## src/rtl/led_fade_blink_controller_defines.svh

```systemverilog
// ----------------------------------------------------------------------------
// LED fade/blink controller - assertion macros
// Shared property wrappers for the controller's concurrent checks.
// ----------------------------------------------------------------------------
`ifndef LED_FADE_BLINK_CONTROLLER_DEFINES_SVH
`define LED_FADE_BLINK_CONTROLLER_DEFINES_SVH

// Same-cycle implication, disabled while reset is low.
`define LFBC_ASSERT_IMP(label, clk, rst_n, ante, cons) \
    label: assert property (@(posedge clk) disable iff (!(rst_n)) (ante) |-> (cons)) \
        else $error("lfbc: same-cycle check failed");

// Next-cycle implication, disabled while reset is low.
`define LFBC_ASSERT_NXT(label, clk, rst_n, ante, cons) \
    label: assert property (@(posedge clk) disable iff (!(rst_n)) (ante) |=> (cons)) \
        else $error("lfbc: next-cycle check failed");

`endif

```

## src/rtl/lfbc_pkg.sv

```systemverilog
// ----------------------------------------------------------------------------
// lfbc_pkg
// Types and constants of the LED fade/blink controller.
// ----------------------------------------------------------------------------
`default_nettype none

package lfbc_pkg;

    localparam int LFBC_LED_COUNT = 8;
    localparam int MAX_RESULTS    = 8;
    localparam int CNT_W          = $clog2(MAX_RESULTS + 1);
    localparam int DIV_STEPS      = 16;

    // command codes
    localparam logic [2:0] MODE_TICK   = 3'd0;
    localparam logic [2:0] MODE_RESET  = 3'd1;
    localparam logic [2:0] MODE_BRIGHT = 3'd2;
    localparam logic [2:0] MODE_BLINK  = 3'd3;
    localparam logic [2:0] MODE_DIM    = 3'd4;
    localparam logic [2:0] MODE_TIMER  = 3'd5;

    localparam logic [8:0] DUTY_FULL = 9'd256;

    typedef enum logic [2:0] {
        S_IDLE,
        S_READ,
        S_EXEC,
        S_DIV,
        S_DIVWB,
        S_FINISH
    } t_state;

    typedef struct packed {
        logic timer;
        logic dim;
        logic blink;
    } t_fx_flags;

    // one LED's state, one memory word
    typedef struct packed {
        logic [7:0]  brightness;
        logic [7:0]  last_sent;
        logic [7:0]  ramp_level;
        logic [7:0]  ramp_target;
        logic [7:0]  ramp_mag;      // step magnitude; direction follows level vs target
        logic [15:0] ramp_reload;
        logic [15:0] ramp_count;
        logic [15:0] blink_count;
        logic [15:0] blink_period;
        logic [15:0] blink_on;
        logic [15:0] timeout_left;
        t_fx_flags   flags;
    } t_led_state;

endpackage

`default_nettype wire

```

## src/rtl/led_fade_blink_controller.sv

```systemverilog
// ----------------------------------------------------------------------------
// led_fade_blink_controller
// Per-LED effect engine: brightness, blink, dimming ramp and auto-off timer.
// ----------------------------------------------------------------------------
// Usage:
//  - Input channel (i_in_valid / o_in_ready) carries one command transaction:
//    tick, reset LED, set brightness, blink, dim ramp or off-timer.
//  - Output channel (o_out_valid / i_out_ready) carries duty updates; o_last
//    marks the final update caused by a transaction.
//  - Per-LED state sits in one memory word per LED, read and written back
//    through one read and one write port by a small sequencer, one LED at a time.
//  - Sequence: a command is accepted, its LED entry read, then updated; set
//    brightness adds a finish state to post its update. A dim ramp adds the
//    bit-serial divider state plus a write-back state. A tick reads and
//    updates each LED in turn over the memory port, then finishes.
//  - Throughput: one transaction at a time; o_in_ready is high only when idle.
//  - Reset clears the sequencer, output register and per-LED valid bits; an
//    LED entry never written reads as all zero, so no clearing pass is needed.
//  - A stalled receiver holds the output register; the walk then pauses at
//    the next LED that needs a new result to be posted.
// ----------------------------------------------------------------------------
`default_nettype none

`include "led_fade_blink_controller_defines.svh"

module led_fade_blink_controller
    import lfbc_pkg::*;
#(
    parameter int LED_COUNT = LFBC_LED_COUNT
) (
    input  wire logic        i_clk,
    input  wire logic        i_rst_n,
    // command channel
    input  wire logic        i_in_valid,
    output logic             o_in_ready,
    input  wire logic [2:0]  i_mode,
    input  wire logic [2:0]  i_led,
    input  wire logic [7:0]  i_level,
    input  wire logic [8:0]  i_blink_duty,
    input  wire logic [15:0] i_ticks,
    // duty update channel
    output logic             o_out_valid,
    input  wire logic        i_out_ready,
    output logic [2:0]       o_out_led,
    output logic [7:0]       o_duty,
    output logic             o_last
);

    localparam int IDX_W = (LED_COUNT > 1) ? $clog2(LED_COUNT) : 1;

    // ---------------------------------------------------------------- state
    t_state            r_state, n_state;
    logic [IDX_W-1:0]  r_idx;
    logic [2:0]        r_mode;
    logic [7:0]        r_level;
    logic [8:0]        r_bduty;
    logic [15:0]       r_ticks;
    logic [CNT_W-1:0]  r_n;

    // per-LED memory, valid bits stand in for the all-zero reset
    t_led_state        mem [LED_COUNT];
    logic [LED_COUNT-1:0] r_vld;
    t_led_state        r_rd;
    logic              r_rd_vld;
    t_led_state        rd_eff;

    // held result: posted once the next one (or end of transaction) is known
    logic              r_held_v;
    logic [2:0]        r_held_led;
    logic [7:0]        r_held_duty;

    // output register
    logic              r_out_valid;
    logic [2:0]        r_out_led;
    logic [7:0]        r_out_duty;
    logic              r_out_last;

    // bit-serial divider
    logic [16:0]       r_rem;
    logic [15:0]       r_quo;
    logic [15:0]       r_div;
    logic [3:0]        r_cnt;
    logic              r_small;

    // ------------------------------------------------------ combinational
    logic              in_acc;
    logic              out_free;
    logic              cmd_ok;
    logic [IDX_W+2:0]  led_ext;
    logic [IDX_W+2:0]  idx_ext;
    logic [2:0]        idx3;
    logic              last_idx;

    t_led_state        t_next;
    logic              t_emit;
    logic              t_go;

    logic              mem_we;
    t_led_state        wr_data;
    logic              rd_en;
    logic              push;
    logic [2:0]        push_led;
    logic [7:0]        push_duty;
    logic              push_last;
    logic              held_load;
    logic [2:0]        held_led_d;
    logic [7:0]        held_duty_d;
    logic              held_clr;
    logic              div_load;
    logic [15:0]       div_num;
    logic [15:0]       div_den;
    logic              div_small;

    logic [16:0]       rem_sh;
    logic [16:0]       rem_sub;

    assign in_acc   = i_in_valid && o_in_ready;
    assign out_free = !r_out_valid || i_out_ready;
    assign led_ext  = {{IDX_W{1'b0}}, i_led};
    assign idx_ext  = {3'b000, r_idx};
    assign idx3     = idx_ext[2:0];
    assign last_idx = (r_idx == IDX_W'(LED_COUNT - 1));
    // tick ignores the LED field
    assign cmd_ok   = (i_mode == MODE_TICK) ||
                      ((i_mode <= MODE_TIMER) && (32'(i_led) < LED_COUNT));
    assign rd_eff   = r_rd_vld ? r_rd : '0;

    // one LED's tick update on the entry just read
    always_comb begin : tick_calc
        t_led_state s;
        logic [8:0] sum;
        s = rd_eff;
        sum = '0;
        if (s.flags.timer) begin
            s.timeout_left = s.timeout_left - 16'd1;
            if (s.timeout_left == 16'd0) begin
                s.flags      = '0;
                s.brightness = '0;
            end
        end
        if (s.flags.dim && !s.flags.blink) begin
            if (s.ramp_level != s.ramp_target) begin
                s.ramp_count = s.ramp_count - 16'd1;
                if (s.ramp_count == 16'd0) begin
                    s.ramp_count = s.ramp_reload;
                    if (s.ramp_level < s.ramp_target) begin
                        sum = {1'b0, s.ramp_level} + {1'b0, s.ramp_mag};
                        s.ramp_level = (sum >= {1'b0, s.ramp_target}) ?
                                       s.ramp_target : sum[7:0];
                    end else begin
                        sum = {1'b0, s.ramp_target} + {1'b0, s.ramp_mag};
                        s.ramp_level = ({1'b0, s.ramp_level} < sum) ?
                                       s.ramp_target : (s.ramp_level - s.ramp_mag);
                    end
                    s.brightness = s.ramp_level;
                end
            end
        end else if (s.flags.blink && !s.flags.dim) begin
            s.blink_count = s.blink_count - 16'd1;
            if (s.blink_count == 16'd0) begin
                s.blink_count = s.blink_period;
            end
            s.brightness = (s.blink_count < s.blink_on) ? s.ramp_level : 8'd0;
        end
        t_emit = (s.brightness != s.last_sent) && (r_n != CNT_W'(MAX_RESULTS));
        if (t_emit) begin
            s.last_sent = s.brightness;
        end
        t_next = s;
    end

    // a new result may only displace the held one when the output is free
    assign t_go = !(t_emit && r_held_v) || out_free;

    // divider step
    assign rem_sh  = {r_rem[15:0], r_quo[15]};
    assign rem_sub = rem_sh - {1'b0, r_div};

    // ------------------------------------------------------ next state
    always_comb begin
        n_state = r_state;
        unique case (r_state)
            S_IDLE: begin
                if (in_acc && cmd_ok) begin
                    n_state = S_READ;
                end
            end
            S_READ: begin
                n_state = S_EXEC;
            end
            S_EXEC: begin
                unique case (r_mode)
                    MODE_TICK: begin
                        if (t_go) begin
                            n_state = last_idx ? S_FINISH : S_READ;
                        end
                    end
                    MODE_BRIGHT: n_state = S_FINISH;
                    MODE_DIM:    n_state = S_DIV;
                    default:     n_state = S_IDLE;
                endcase
            end
            S_DIV: begin
                if (r_cnt == 4'(DIV_STEPS - 1)) begin
                    n_state = S_DIVWB;
                end
            end
            S_DIVWB: begin
                n_state = S_IDLE;
            end
            S_FINISH: begin
                if (!r_held_v || out_free) begin
                    n_state = S_IDLE;
                end
            end
            default: n_state = S_IDLE;
        endcase
    end

    // ------------------------------------------------------ FSM outputs
    always_comb begin : fsm_out
        logic [7:0]  cur;
        logic [7:0]  mag;
        logic [15:0] len;
        logic [8:0]  bd;
        logic [24:0] prod;
        mem_we      = 1'b0;
        wr_data     = rd_eff;
        rd_en       = 1'b0;
        push        = 1'b0;
        push_led    = r_held_led;
        push_duty   = r_held_duty;
        push_last   = 1'b0;
        held_load   = 1'b0;
        held_led_d  = idx3;
        held_duty_d = t_next.brightness;
        held_clr    = 1'b0;
        div_load    = 1'b0;
        div_num     = '0;
        div_den     = '0;
        div_small   = 1'b0;
        cur  = rd_eff.ramp_level;
        mag  = (r_level > cur) ? (r_level - cur) : (cur - r_level);
        len  = (r_ticks == 16'd0) ? 16'd1 : r_ticks;
        bd   = (r_bduty > DUTY_FULL) ? DUTY_FULL : r_bduty;
        prod = 25'(bd) * 25'(r_ticks);
        unique case (r_state)
            S_READ: begin
                rd_en = 1'b1;
            end
            S_EXEC: begin
                unique case (r_mode)
                    MODE_TICK: begin
                        if (t_go) begin
                            mem_we  = 1'b1;
                            wr_data = t_next;
                            if (t_emit) begin
                                held_load = 1'b1;
                                push      = r_held_v;
                            end
                        end
                    end
                    MODE_RESET: begin
                        mem_we            = 1'b1;
                        wr_data           = '0;
                        wr_data.last_sent = rd_eff.last_sent;
                    end
                    MODE_BRIGHT: begin
                        mem_we              = 1'b1;
                        wr_data.brightness  = r_level;
                        wr_data.ramp_level  = r_level;
                        wr_data.ramp_target = r_level;
                        held_load           = 1'b1;
                        held_duty_d         = r_level;
                    end
                    MODE_BLINK: begin
                        mem_we               = 1'b1;
                        wr_data.blink_count  = r_ticks;
                        wr_data.blink_period = r_ticks;
                        wr_data.blink_on     = prod[23:8];
                        wr_data.flags.blink  = 1'b1;
                        wr_data.flags.dim    = 1'b0;
                    end
                    MODE_DIM: begin
                        div_load  = 1'b1;
                        div_small = ({8'd0, mag} < len);
                        div_num   = div_small ? len : {8'd0, mag};
                        div_den   = div_small ? ((mag == 8'd0) ? 16'd1 : {8'd0, mag}) : len;
                    end
                    MODE_TIMER: begin
                        mem_we               = 1'b1;
                        wr_data.flags.timer  = 1'b1;
                        wr_data.timeout_left = r_ticks;
                    end
                    default: ;
                endcase
            end
            S_DIVWB: begin
                mem_we              = 1'b1;
                wr_data.ramp_mag    = r_small ? 8'd1 : r_quo[7:0];
                wr_data.ramp_reload = r_small ? r_quo : 16'd1;
                wr_data.ramp_count  = r_small ? r_quo : 16'd1;
                wr_data.ramp_target = r_level;
                wr_data.flags.dim   = 1'b1;
                wr_data.flags.blink = 1'b0;
            end
            S_FINISH: begin
                if (r_held_v && out_free) begin
                    push      = 1'b1;
                    push_last = 1'b1;
                    held_clr  = 1'b1;
                end
            end
            default: ;
        endcase
    end

    assign o_in_ready = (r_state == S_IDLE);

    // ------------------------------------------------------ registers
    always_ff @(posedge i_clk) begin
        if (!i_rst_n) begin
            r_state     <= S_IDLE;
            r_vld       <= '0;
            r_held_v    <= 1'b0;
            r_out_valid <= 1'b0;
            r_n         <= '0;
        end else begin
            r_state <= n_state;
            if (mem_we) begin
                r_vld[r_idx] <= 1'b1;
            end
            if (held_load) begin
                r_held_v <= 1'b1;
            end else if (held_clr) begin
                r_held_v <= 1'b0;
            end
            if (push) begin
                r_out_valid <= 1'b1;
            end else if (i_out_ready) begin
                r_out_valid <= 1'b0;
            end
            if (in_acc) begin
                r_n <= '0;
            end else if (held_load) begin
                r_n <= r_n + CNT_W'(1);
            end
        end
    end

    // transaction fields and walk index
    always_ff @(posedge i_clk) begin
        if (in_acc) begin
            r_mode  <= i_mode;
            r_level <= i_level;
            r_bduty <= i_blink_duty;
            r_ticks <= i_ticks;
            r_idx   <= (i_mode == MODE_TICK) ? '0 : led_ext[IDX_W-1:0];
        end else if (r_state == S_EXEC && r_mode == MODE_TICK && t_go && !last_idx) begin
            r_idx <= r_idx + IDX_W'(1);
        end
    end

    // LED state memory: one read, one write port
    always_ff @(posedge i_clk) begin
        if (mem_we) begin
            mem[r_idx] <= wr_data;
        end
        if (rd_en) begin
            r_rd     <= mem[r_idx];
            r_rd_vld <= r_vld[r_idx];
        end
    end

    // held result and output register payload
    always_ff @(posedge i_clk) begin
        if (held_load) begin
            r_held_led  <= held_led_d;
            r_held_duty <= held_duty_d;
        end
        if (push) begin
            r_out_led  <= push_led;
            r_out_duty <= push_duty;
            r_out_last <= push_last;
        end
    end

    // restoring divider, one quotient bit per cycle
    always_ff @(posedge i_clk) begin
        if (div_load) begin
            r_rem   <= '0;
            r_quo   <= div_num;
            r_div   <= div_den;
            r_cnt   <= '0;
            r_small <= div_small;
        end else if (r_state == S_DIV) begin
            r_cnt <= r_cnt + 4'd1;
            if (!rem_sub[16]) begin
                r_rem <= rem_sub;
                r_quo <= {r_quo[14:0], 1'b1};
            end else begin
                r_rem <= rem_sh;
                r_quo <= {r_quo[14:0], 1'b0};
            end
        end
    end

    assign o_out_valid = r_out_valid;
    assign o_out_led   = r_out_led;
    assign o_duty      = r_out_duty;
    assign o_last      = r_out_last;

    // ------------------------------------------------------ assertions
    `LFBC_ASSERT_IMP(a_idle_nothing_held, i_clk, i_rst_n, o_in_ready, !r_held_v)
    `LFBC_ASSERT_IMP(a_div_nonzero, i_clk, i_rst_n, r_state == S_DIV, r_div != 16'd0)
    `LFBC_ASSERT_IMP(a_we_states, i_clk, i_rst_n, mem_we, r_state == S_EXEC || r_state == S_DIVWB)
    `LFBC_ASSERT_NXT(a_push_sets_valid, i_clk, i_rst_n, push, r_out_valid)

endmodule

`default_nettype wire

```

## config.mk

```make
export PLATFORM = sky130hd
export DESIGN_NAME = led_fade_blink_controller
export DESIGN_NICKNAME = d
export VERILOG_FILES = /design/src/rtl/lfbc_pkg.sv /design/src/rtl/led_fade_blink_controller.sv
export VERILOG_INCLUDE_DIRS = /design/src /design/src/rtl
export SDC_FILE = /design/constraint.sdc
export NUM_CORES = 2
export LEC_CHECK = 0
export BUFFER_PORTS_ARGS = -buffer_cell sky130_fd_sc_hd__buf_2
export CAP_MARGIN = 20
export CORE_ASPECT_RATIO = 0.5
export CORE_MARGIN = 10
export CORE_UTILIZATION = 57
export DETAILED_ROUTE_END_ITERATION = 8
export PLACE_DENSITY = 0.81
export SYNTH_ARGS = -nofsm -noshare
export SYNTH_HDL_FRONTEND = slang
export SYNTH_SLANG_ARGS = --single-unit
```

## constraint.sdc

```tcl
create_clock -name i_clk -period 16.9 [get_ports i_clk]
set_input_delay 0.845 -clock i_clk [delete_from_list [all_inputs] [get_ports i_clk]]
set_output_delay 0.845 -clock i_clk [all_outputs]
set_load 0.01 [all_outputs]
```

==> results by group <==
Status
  • Outcome: finished clean

STA
  • Final period util: 54.2%
  • Max Slew Vio Count: 0
  • Max-slew headroom: 16.3%
  • Achievable Freq: 109 MHz
  • Worst setup margin: 7730 ps
  • Final hold viol count: 0
  • Least-Margin Pin Slew: 1240 ps
  • Final setup vio count: 0
  • Skew final: 81.2 ps
  • RSZ-0062 raised after global routing: false
  • Post-layout minimum cycle time: 9170 ps

Worst hold path
  • Worst hold path class: in2reg
  • Hold EP: r_ticks[11]$_DFFE_PP_
  • Hold Startpoint: i_ticks[11]
  • Hold depth: 1

CTS
  • Clock sink count: 1384
  • Cts repair resizes: 0
  • TritonCTS buffer count: 112
  • CTS max path bufs: 3
  • Clock Root Buffer: clkbuf_16
  • TritonCTS clock tree: done
  • Clock Latency Late Sink: 770 ps
  • H-tree depth: 3
  • Clock transition at path regs: 70 ps
  • CTS Hold Bufs: 0
  • Post-CTS Setup Inserts: 0

Synthesis
  • Flops & latches, synth: 1384
  • Most used flip-flop cell after synthesis: edfxtp_1
  • Sequential area share after synthesis: 67.1%
  • EDFF count, synth: 1347
  • Post-Syn Area: 61300 um^2
  • Async SR Flop Fraction: 0%
  • Cells after Synth: 4408
  • Ys Warns: 0
  • Synth Area per Inst: 13.9 um^2
  • Distinct cells, synth: 91

Setup path
  • Reg2reg path depth: 24
  • Arrival time at the worst endpoint: 9560 ps
  • Req. time, crit path: 17300 ps
  • Crit. End Element: flop
  • R2r setup slk: 7730 ps
  • Reg-to-Reg Start: r_rd_vld$_DFFE_PP_
  • R2R Path End: mem[6][34]$_DFFE_PP_
  • Crit start category: flop
  • Crit Path Class: reg2reg
  • Crit-path max FO: 98

Cells and area
  • Final Instance Area: 67000 um^2
  • Layout cells sized above 1: 8.75%
  • Most frequent cells in the layout: edfxtp_1, a22oi_1, nand2_1
  • Area grow syn2layout: 9.23%
  • Final core occ: 63.3%
  • Commonest non-fill, non-tap cell in the layout: edfxtp_1
  • Layout Cells excl Fill: 5935
  • Nets: 4715

Drt
  • Post-DRT Antenna Nets: 0
  • DRT iter0 DRCs: 6532
  • Post-Route WL: 177000 um
  • DR vias: 40500
  • Number of vias per cell: 6.82
  • Drt first pass iters: 6
  • # DRC: 0
  • DR WL/cell: 29.8 um

Global route
  • Number of global-route vias before repair: 39700
  • Initial antenna violation count: 6
  • All-Layer GR Usage: 28.1%
  • Largest net degree at the start of global routing: 141
  • Total gr overflow: 0
  • First-pass GRT wire length: 258000 um

Pwr
  • Peak supply drop: 0.105 mV
  • Switching Fraction: 33.6%
  • Power Density: 145 nW/um^2
  • Int Power: 6.46 mW
  • Combinational share of power: 27.4%
  • Clock network power share: 27.0%
  • Sequential Power Share: 45.6%
  • Leakage power: 23.0 nW
  • NetSw: 3.27 mW

Floorplan
  • # IOs: 57
  • Die Ht: 252 um
  • DIE AREA: 122000 um^2
  • Initial Util: 57.9%
  • Core box area: 106000 um^2
  • Die W: 484 um
  • Site Rows: 84

Placement
  • IO Port Bufs: 56
  • Hpwl dp: 106000 um
  • RePlAce Congestion: 0.969
  • Post-DP Area: 63300 um^2
  • DP Cell Count: 5719
  • Post-Place Worst Slack: 7930 ps

Job
  • Max Cap Viol: 0
worst max-delay path by stage:
stage,cells after the start,endpoint,slack [ps],start
after global routing,24,mem[6][45]$_DFFE_PP_,7320,r_rd_vld$_DFFE_PP_
after CTS,25,mem[6][92]$_DFFE_PP_,7930,r_rd_vld$_DFFE_PP_
final,24,mem[6][34]$_DFFE_PP_,7730,r_rd_vld$_DFFE_PP_
after global placement,26,mem[6][84]$_DFFE_PP_,8020,r_rd_vld$_DFFE_PP_
after detailed placement,25,mem[6][86]$_DFFE_PP_,7930,r_rd_vld$_DFFE_PP_
after floorplan,34,mem[6][0]$_DFFE_PP_,-660,r_rd_vld$_DFFE_PP_
per-stage QoR:
step	TNS (ps)	power [mW]	hold WS [ps]
global route	0	10.1	232
CTS	0	9.64	214
detailed placement	0	7.05	405
global placement	0	6.97	404
floorplan	-184000	6.13	400
finish	0	9.73	246
cell families after synthesis:
kind of cell | synth area share [%]
xor+xnor | 0.985
mux | 0.991
other cells | 0.00611
simple gates | 8.30
buf+inv | 3.20
flops | 67.1
fa+ha+maj | 6.43
compound gates | 12.9
power groups by stage:
stage	sequential (mW)	combinational (mW)	clock, mW
6_report	4.44	2.66	2.63
5_1_grt	4.45	2.89	2.77
4_1_cts	4.42	2.58	2.64
3_5_place_dp	4.49	2.56	0
3_3_place_gp	4.48	2.48	0
2_1_floorplan	4.40	1.74	0
flip-flops by register name (all words and copies together), names as in the netlist, 4 cells and up:
signal,flops
r_cnt,4
r_vld,8
r_n,4
r_div,16
r_level,8
o_duty,8
r_rd,139
r_quo,16
r_rem,16
r_ticks,16
mem,1112
r_bduty,9
push_duty,8
cell type report:
cell class              instances  area (um^2)
clock buffers                 139         2970
inverters                     247          927
repair buffers                150         1070
well taps                    1419         1780
flip-flops and latches       1384        41200
clock inverters                70          708
diodes                          1         2.50
fillers                      7375        38900
multi-input cells            2525        18400
Yosys cell counts (all sizes together), types with 13 or more instances:
| cell | n | area [um^2] |
|---|---|---|
| edfxtp | 1347 | 40400 |
| a22oi | 575 | 4320 |
| nand2 | 381 | 1450 |
| inv | 247 | 927 |
| clkbuf | 228 | 856 |
| nand4 | 163 | 1020 |
| o21ai | 155 | 783 |
| ha | 149 | 1860 |
| nor2 | 135 | 507 |
| a21oi | 112 | 561 |
| fa | 103 | 2060 |
| nand3 | 72 | 360 |
| mux2i | 54 | 541 |
| and2 | 48 | 300 |
| nor3 | 47 | 273 |
| xnor2 | 44 | 385 |
| dfxtp | 37 | 741 |
| nor2b | 35 | 219 |
| buf | 31 | 179 |
| o22ai | 31 | 194 |
| a22o | 29 | 254 |
| nor4 | 27 | 215 |
| o211ai | 27 | 213 |
| xor2 | 25 | 219 |
| o21a | 23 | 173 |
| a31oi | 22 | 144 |
| a21o | 21 | 158 |
| and3 | 16 | 100 |
| or3 | 16 | 100 |
| or4 | 14 | 109 |
| o31ai | 13 | 97.6 |
worst max-delay path, cell delays in order, from the launching register on:
cell,delay (ps)
edfxtp_1,570
buf_4,620
buf_12,460
o31a_1,220
o22ai_1,90
a2111oi_0,390
o2111ai_1,250
or3_1,550
o211ai_1,270
ha_1,300
a21o_1,180
a21o_1,160
a21oi_1,160
nor3_1,70
nor4_1,400
nand3_1,240
or2_1,460
a221oi_1,370
nand4_1,190
o41ai_2,460
a211o_1,290
o41ai_4,200
nor3_2,240
buf_4,830
buf_4,670
layer usage:
metal / share of wire, % / routed length [um] / vias to the layer above / track usage (%)
met5: 0.014 / 25 / - / 0
met4: 3.5 / 6170 / 4 / 9.70
met3: 17 / 29700 / 405 / 9.87
met2: 43 / 75200 / 3160 / 41.2
met1: 37 / 65500 / 19900 / 39.3
li1: - / - / 17100 / -
Note: power is estimated with default switching activity, not from simulation.
